**src/hw/rtl/dtti_pkg.sv**
```systemverilog
// Package for the decimal text to integer parser.
// Holds the byte codes and the overflow guard used by the datapath.
// No dependencies.
package dtti_pkg;

    localparam int unsigned MagWidth   = 63;
    localparam int unsigned ValueWidth = 64;

    localparam logic [7:0] TERM_BYTE  = 8'h00;
    localparam logic [7:0] MINUS_BYTE = 8'h2D;
    localparam logic [7:0] LEAD_BYTE  = 8'h82;
    localparam logic [7:0] ASCII_LOW  = 8'h30;
    localparam logic [7:0] ASCII_HIGH = 8'h39;
    localparam logic [7:0] WIDE_LOW   = 8'h4F;
    localparam logic [7:0] WIDE_HIGH  = 8'h58;

    localparam logic [MagWidth-1:0] GUARD_LIMIT = 63'd922337203685477579;

endpackage

```
**src/hw/rtl/decimal_text_to_int64.sv**
```systemverilog
// A terminating zero byte goes to the byte register, then its value to the result
// register. Throughput: one byte per cycle; the accumulator update (times ten plus
// digit) is a single adder stage between the byte register and the state registers.
// A byte waits in the byte register only while a terminator finds the result
// register full and stalled. Reset clears all control and parser state at once.
module decimal_text_to_int64 (
    input  logic                               clk,
    input  logic                               rst_n,
    input  logic [7:0]                         text_byte,
    input  logic                               text_valid,
    output logic                               text_stall,
    output logic signed [dtti_pkg::ValueWidth-1:0] value,
    output logic                               value_valid,
    input  logic                               value_stall
);
    import dtti_pkg::*;

    logic                  byte_valid_reg;
    logic [7:0]            byte_reg;
    logic                  out_valid_reg;
    logic [ValueWidth-1:0] value_reg;

    logic [MagWidth-1:0]   magnitude_reg, magnitude_next;
    logic                  negative_reg, negative_next;
    logic                  lead_pending_reg, lead_pending_next;
    logic                  halted_reg, halted_next;

    logic                  is_term;
    logic                  out_free;
    logic                  proceed;
    logic                  is_digit;
    logic [3:0]            digit;
    logic [7:0]            wide_offset;
    logic [MagWidth+1:0]   mag_x10;
    logic [MagWidth-1:0]   mag_acc;
    logic [ValueWidth-1:0] mag_ext;

    assign is_term  = (byte_reg == TERM_BYTE);
    assign out_free = !out_valid_reg || !value_stall;
    // Only a terminator needs room in the result register.
    assign proceed  = byte_valid_reg && (!is_term || out_free);
    assign text_stall = byte_valid_reg && !proceed;

    assign wide_offset = byte_reg - WIDE_LOW;
    assign mag_x10 = ({2'b00, magnitude_reg} << 3) + ({2'b00, magnitude_reg} << 1);
    assign mag_acc = mag_x10[MagWidth-1:0] + {{(MagWidth-4){1'b0}}, digit};
    assign mag_ext = {1'b0, magnitude_reg};

    always_comb
    begin
        if (lead_pending_reg)
        begin
            is_digit = (byte_reg >= WIDE_LOW) && (byte_reg <= WIDE_HIGH);
            digit    = wide_offset[3:0];
        end
        else
        begin
            is_digit = (byte_reg >= ASCII_LOW) && (byte_reg <= ASCII_HIGH);
            digit    = byte_reg[3:0];
        end
    end

    always_comb
    begin
        magnitude_next    = magnitude_reg;
        negative_next     = negative_reg;
        lead_pending_next = lead_pending_reg;
        halted_next       = halted_reg;
        if (is_term)
        begin
            magnitude_next    = '0;
            negative_next     = 1'b0;
            lead_pending_next = 1'b0;
            halted_next       = 1'b0;
        end
        else if (!halted_reg)
        begin
            // The byte after a lead byte is always consumed, digit or not.
            if (lead_pending_reg)
            begin
                lead_pending_next = 1'b0;
            end
            else if (byte_reg == MINUS_BYTE)
            begin
                negative_next = 1'b1;
            end
            else if (byte_reg == LEAD_BYTE)
            begin
                lead_pending_next = 1'b1;
            end
            if (is_digit)
            begin
                if (magnitude_reg > GUARD_LIMIT)
                begin
                    halted_next = 1'b1;
                end
                else
                begin
                    magnitude_next = mag_acc;
                end
            end
        end
    end

    always_ff @(posedge clk or negedge rst_n)
    begin
        if (!rst_n)
        begin
            byte_valid_reg   <= 1'b0;
            out_valid_reg    <= 1'b0;
            magnitude_reg    <= '0;
            negative_reg     <= 1'b0;
            lead_pending_reg <= 1'b0;
            halted_reg       <= 1'b0;
        end
        else
        begin
            if (!byte_valid_reg || proceed)
            begin
                byte_valid_reg <= text_valid;
            end
            if (proceed)
            begin
                magnitude_reg    <= magnitude_next;
                negative_reg     <= negative_next;
                lead_pending_reg <= lead_pending_next;
                halted_reg       <= halted_next;
            end
            if (proceed && is_term)
            begin
                out_valid_reg <= 1'b1;
            end
            else if (!value_stall)
            begin
                out_valid_reg <= 1'b0;
            end
        end
    end

    always_ff @(posedge clk)
    begin
        if (!byte_valid_reg || proceed)
        begin
            byte_reg <= text_byte;
        end
        if (proceed && is_term)
        begin
            value_reg <= negative_reg ? (~mag_ext + 64'd1) : mag_ext;
        end
    end

    assign value       = value_reg;
    assign value_valid = out_valid_reg;

endmodule

```
**config.mk**
```make
export PLATFORM = sky130hd
export DESIGN_NAME = decimal_text_to_int64
export DESIGN_NICKNAME = d
export VERILOG_FILES = /design/src/hw/rtl/dtti_pkg.sv /design/src/hw/rtl/decimal_text_to_int64.sv
export SDC_FILE = /design/constraint.sdc
export NUM_CORES = 1
export LEC_CHECK = 0
export BUFFER_PORTS_ARGS = -buffer_cell sky130_fd_sc_hd__buf_4
export CORE_UTILIZATION = 25
export DETAILED_ROUTE_END_ITERATION = 8
export HOLD_SLACK_MARGIN = 0.1
export PLACE_DENSITY = 0.49
export SLEW_MARGIN = 20
export SYNTH_ARGS = -nofsm -noshare
export SYNTH_HDL_FRONTEND = slang
export SYNTH_SLANG_ARGS = --single-unit
```
**constraint.sdc**
```tcl
create_clock -name clk -period 7.69 [get_ports clk]
set_input_delay 1.538 -clock clk [delete_from_list [all_inputs] [get_ports clk]]
set_output_delay 1.538 -clock clk [all_outputs]
set_load 0.05 [all_outputs]
```
==> impl_metrics.ini, run 1 <==
[cts]
cts-resized-gates = 0
cts_sinks = 140
cts_setup_buffers = 0
clk_pin_slew_ns = 0.06
cts_hold_buffers = 0
htree_levels = 4
clkLatencyLatePin_ns = 0.45
cts_tree = built
ctsRootBufferMaster = clkbuf_16
clockBufferDepth = 2
cts-buffers-inserted = 17

[routing]
drtAntennaViolNets = 0
avgRoutedWirePerCell_microns = 16.4
route.detailed.drc = 0
postRouteWirelength_microns = 28300
viasPerCell = 4.93
vias = 8523
drt_first_pass_iters = 5
drt_iter0_drc = 548

[sta]
fmax_ghz = 0.196
clock_skew_ns = 0.0104
slew_headroom_pct = 36.2
fin_crit_ns = 5.09
finalSetupViolCount = 0
setup_tns_ns = 0
worst_pin_slew_ns = 0.956
finalHoldViolations = 0
period_share_pct = 66.2
rsz0062_at_grt = false
report.final.slew_viol_count = 0

[synthesis]
synth_cell_type_count = 65
netlist_instances = 1138
synthFlopType = edfxtp_1
synth_edf_count = 72
async_flop_share_pct = 48.6
synth_nets = 1279
synth_area_sq_mm = 0.0107
ys_ff_latch = 140
ys_seq_area_share_pct = 36.2
ys_warn_count = 0
postSynthAreaPerCell_sq_um = 9.37

[floorplanning]
fp.dieW_microns = 209
core_sq_mm = 0.0420
rows = 75
initial_core_util_pct = 25.4
boundaryPins = 78
die_h_microns = 209
dieArea_sq_mm = 0.0435

[worst_hold_path]
min_path_type = register to register

[worst_setup_path]
critPathKind = register to register
reg2reg_setup_slack_ns = 2.60
r2r_start = magnitude_reg[61]$_DFFE_PN0P_
critPathCapture = magnitude_reg[36]$_DFFE_PN0P_
cp.required_ns = 8.01
worstSetupEndpointType = register
startpoint = magnitude_reg[61]$_DFFE_PN0P_
r2r_cells = 11
arrival_ns = 5.41
start_kind = register
crit_fanout = 73
rr_endpoint = magnitude_reg[36]$_DFFE_PN0P_

[final_layout]
diodes = 0
layout_commonest_cell = ha_1
largest_reg_flops = 64
mostFrequentLayoutCells = 127 x ha_1, 120 x o21ai_0, 94 x xnor2_1
fin_nets = 1318
syn_to_final_growth_pct = 15.5
drive_gt1_share_pct = 11.5

[placement]
dpl.hpwl_microns = 21200
place_congestion = 0.844
portBuffers = 77

[grt]
grt_overflow = 0
grt_max_degree = 74
grt_use_met2_pct = 21.4
met1_usage_pct = 17.8
grt_pass1_vias = 8575
grt_use_met3_pct = 2.02
grt_pass1_wl_microns = 46400
grtUsageTotal_pct = 13.4
grt.busiest_layer = met2
antenna_found_initial = 0

[power_and_ir_drop]
powerDensity_mw_per_mm2 = 189
p_leak_nw = 5.37
peakVddDrop_uv = 125
power.total_mw = 2.33

[flow_run]
drv_cap = 0

[outcome]
status = finished, final reports clean
## cells in the mapped netlist (all sizes together), types with 3 or more instances
master	count	area, sq um
o22ai	3	18.8
xnor2	94	823
nor4b	3	26.3
a21oi	69	345
and2	3	18.8
buf	8	37.5
or3	9	61.3
nand4	24	150
or2	6	40.0
and4	3	26.3
xor2	28	245
or4	10	86.3
edfxtp	72	2160
o211ai	12	90.1
o21bai	12	90.1
o21ai	120	601
nand3	80	413
a41oi	3	26.3
nor4bb	3	30.0
nor3	13	76.3
clkbuf	54	203
o31ai	23	201
o41ai	9	97.6
nor4	9	71.3
nor2	58	218
inv	26	97.6
and3	7	48.8
o21a	4	30.0
dfrtp	68	1700
nand2	88	330
ha	127	1590
a211oi	10	75.1
a31oi	7	43.8
nand2b	7	43.8
nor2b	5	31.3
a21o	36	270
## cell families after synthesis
kind of cell / count (synthesis) / share of synthesized area [%]
and+or+nand+nor: 332 / 16.0
AOI/OAI and AO/OA: 327 / 19.4
DFF: 140 / 36.2
adders and majority gates: 129 / 15.3
xor gates and xnor gates: 122 / 10.0
buffers and inverters: 88 / 3.17
## worst min-delay path by stage
stage / from / to / cells past startpoint
2_1_floorplan: magnitude_reg[62]$_DFFE_PN0P_ / magnitude_reg[62]$_DFFE_PN0P_ / 2
3_3_place_gp: value_valid$_DFFE_PN0P_ / value_valid$_DFFE_PN0P_ / 2
3_5_place_dp: value_valid$_DFFE_PN0P_ / value_valid$_DFFE_PN0P_ / 2
4_1_cts: value_valid$_DFFE_PN0P_ / value_valid$_DFFE_PN0P_ / 2
5_1_grt: magnitude_reg[62]$_DFFE_PN0P_ / magnitude_reg[62]$_DFFE_PN0P_ / 2
6_report: value_valid$_DFFE_PN0P_ / value_valid$_DFFE_PN0P_ / 2
## worst max-delay path, stage by stage (launching register included)
cell and delay, ns:
dfrtp_1 0.43, or3_1 0.54, nor4_1 0.31, nand3_1 0.18, nor4_1 0.83, a2111oi_0 0.27
a41oi_1 0.45, or3_4 0.68, buf_4 0.52, nor3b_1 0.09, a311o_1 0.32, or3_1 0.30
## routing by layer
layer | vias up | share of wire (%)
li1 | 4320 | -
met1 | 4048 | 49
met2 | 114 | 46
met3 | 41 | 2.5
met4 | 0 | 3.1
met5 | - | 0
## power by group
group	switching (mW)	internal (mW)
logic	0.357	0.231
registers	0.0540	0.828
clock network	0.362	0.493
total	0.773	1.55
## area by class of cell
class | instances | area, sq um
fill | 4376 | 29700
multi-input combinational | 910 | 6470
sequential | 140 | 3860
tap | 539 | 674
timing repair buffer | 82 | 616
clock buffer | 18 | 439
clock inverter | 14 | 161
inverter | 26 | 97.6
## stage by stage
| step | util, % | setup slack [ns] | hold slack [ns] | cells | area, sq um |
|---|---|---|---|---|---|
| detailed placement | 27.9 | 2.63 | 0.509 | 1697 | 11700 |
| finish | 29.3 | 2.60 | 0.517 | 1729 | 12300 |
| CTS | 29.3 | 2.63 | 0.526 | 1729 | 12300 |
| floorplan | - | 3.73 | 0.484 | 1138 | 10700 |
| global route | 29.3 | 2.20 | 0.559 | 1729 | 12300 |
| global placement | 27.9 | 2.71 | 0.513 | 1697 | 11700 |
Power figures use the tool's default switching activity.
==> run 2, diff against run 1 <==
--- a/config.mk
+++ b/config.mk
@@ -9,7 +9,7 @@
 export CORE_UTILIZATION = 25
 export DETAILED_ROUTE_END_ITERATION = 8
 export HOLD_SLACK_MARGIN = 0.1
-export PLACE_DENSITY = 0.49
+export PLACE_DENSITY = 0.5
 export SLEW_MARGIN = 20
 export SYNTH_ARGS = -nofsm -noshare
 export SYNTH_HDL_FRONTEND = slang
==> constraint.sdc (replaced) <==
create_clock -name clk -period 4.3 [get_ports clk]
set_input_delay 0.86 -clock clk [delete_from_list [all_inputs] [get_ports clk]]
set_output_delay 0.86 -clock clk [all_outputs]
set_load 0.05 [all_outputs]
==> impl_metrics.ini, run 2 (same netlist as run 1, synthesis figures left out) <==
[grt]
grtUsageTotal_pct = 13.4
grt_use_met2_pct = 22.0
met1_usage_pct = 17.4
grt_max_degree = 65
grt_pass1_wl_microns = 46100
grt_pass1_vias = 8614
grt_use_met3_pct = 2.42
antenna_found_initial = 0
grt_overflow = 0
grt.busiest_layer = met2

[cts]
cts_hold_buffers = 0
cts_tree = built
clk_pin_slew_ns = 0.06
cts_sinks = 140
htree_levels = 4
ctsRootBufferMaster = clkbuf_16
clkLatencyLatePin_ns = 0.45
clockBufferDepth = 2
cts-buffers-inserted = 17
cts_setup_buffers = 0

[floorplanning]
dieArea_sq_mm = 0.0435
fp.dieW_microns = 209
core_sq_mm = 0.0420
initial_core_util_pct = 25.4
rows = 75
boundaryPins = 78
die_h_microns = 209

[outcome]
status = finished, final reports clean

[sta]
slew_headroom_pct = 40.3
report.final.slew_viol_count = 0
setup_tns_ns = 0
rsz0062_at_grt = false
clock_skew_ns = 0.00737
finalHoldViolations = 0
fin_crit_ns = 4.05
fmax_ghz = 0.247
worst_pin_slew_ns = 0.896
period_share_pct = 94.2
finalSetupViolCount = 0

[routing]
drtAntennaViolNets = 0
route.detailed.drc = 0
avgRoutedWirePerCell_microns = 16.2
postRouteWirelength_microns = 28300
drt_first_pass_iters = 5
viasPerCell = 4.98
vias = 8704
drt_iter0_drc = 513

[worst_setup_path]
cp.required_ns = 4.49
arrival_ns = 4.24
worstSetupEndpointType = register
start_kind = register
crit_fanout = 8
critPathKind = register to register

[final_layout]
fill_cells = 4397
diodes = 0
drive_gt1_share_pct = 13.0
mostFrequentLayoutCells = 127 x ha_1, 118 x o21ai_0, 97 x buf_4
fin_nets = 1337
largest_reg_flops = 64
utilization_pct = 29.8
syn_to_final_growth_pct = 17.5
layout_commonest_cell = ha_1
layoutNonFillerInstCount = 1748

[power_and_ir_drop]
swShare_pct = 32.1
switchingPower_mw = 1.35
p_comb_share_pct = 25.1
power_frac_seq_pct = 37.6
p_leak_nw = 5.49
pwr-share-clk_pct = 37.3
p_int_mw = 2.85
peakVddDrop_uv = 203
powerDensity_mw_per_mm2 = 335

[placement]
dpl.hpwl_microns = 21700
place_inst = 1716
place_congestion = 0.840
portBuffers = 77

[worst_hold_path]
min_path_type = input port to asynchronous set/reset pin

[flow_run]
drv_cap = 0
## run 2: cell types whose count changed in the layout (fill, tap and decap cells not counted), moves of 2 or more
cell / delta
o21ai_0: -2
buf_4: +15
o21ai_1: +2
buf_12: +4
clkinvlp_4: +2
clkinv_4: -3
## run 2: what timing repair did
item                       in CTS  in global routing
gates resized for setup         0                  3
setup endpoints to repair       0                  4
hold endpoints to repair        0                  0
## run 2: worst max-delay path, cell delays in order, from the launching register on
cell and delay (ns):
dfrtp_1 0.45, or4_4 0.61, nor4_4 0.24, and3_4 0.30, nand3_4 0.08, or3_4 0.37
or4_4 0.51, or2_4 0.28, or4_4 0.59, o31ai_2 0.27, xnor2_1 0.09
## run 2: metal layers
| metal | routed length (microns) | vias to the layer above | share of wire [%] |
|---|---|---|---|
| met3 | 1060 | 30 | 3.7 |
| met2 | 13300 | 135 | 47 |
| met5 | 0 | - | 0 |
| li1 | - | 4358 | - |
| met1 | 13400 | 4181 | 47 |
| met4 | 557 | 0 | 2.0 |
## run 2: power by group through the flow
stage / clock (mW) / combinational (mW) / sequential (mW)
4_1_cts: 1.60 / 1.06 / 1.58
3_5_place_dp: 0 / 1.05 / 1.61
5_1_grt: 1.64 / 1.18 / 1.59
2_1_floorplan: 0 / 0.782 / 1.57
3_3_place_gp: 0 / 1.05 / 1.60
6_report: 1.57 / 1.05 / 1.58
## run 2: worst paths after layout
| path | start | to | slack [ns] | cells past startpoint |
|---|---|---|---|---|
| max reg2reg | magnitude_reg[11]$_DFFE_PN0P_ | value[59]$_DFFE_PP_ | 0.25 | 10 |
| max | magnitude_reg[11]$_DFFE_PN0P_ | value[59]$_DFFE_PP_ | 0.25 | 10 |
| min reg2reg | value_valid$_DFFE_PN0P_ | value_valid$_DFFE_PN0P_ | 0.52 | 2 |
| max in group asynchronous | rst_n | magnitude_reg[45]$_DFFE_PN0P_ | 3.09 | 2 |
| min in group clk | value_valid$_DFFE_PN0P_ | value_valid$_DFFE_PN0P_ | 0.52 | 2 |
| min | rst_n | magnitude_reg[23]$_DFFE_PN0P_ | 0.40 | 1 |
## run 2: stage by stage
stage	hold slack (ns)	setup WS [ns]	cell area (sq um)	power [mW]
finish	0.399	0.249	12500	4.20
detailed placement	0.514	0.152	11900	2.66
CTS	0.414	0.138	12500	4.25
floorplan	0.484	0.528	10700	2.35
global placement	0.506	0.255	11900	2.65
global route	0.449	0.0760	12500	4.41
## run 2: layout make-up
class,instances,area (sq um),area share (%)
flip-flops and latches,140,3860,30.8
multi-input cells,910,6470,51.6
well taps,539,674,5.38
inverters,26,97.6,0.779
clock buffers,19,453,3.61
repair buffers,101,808,6.45
clock inverters,13,165,1.32
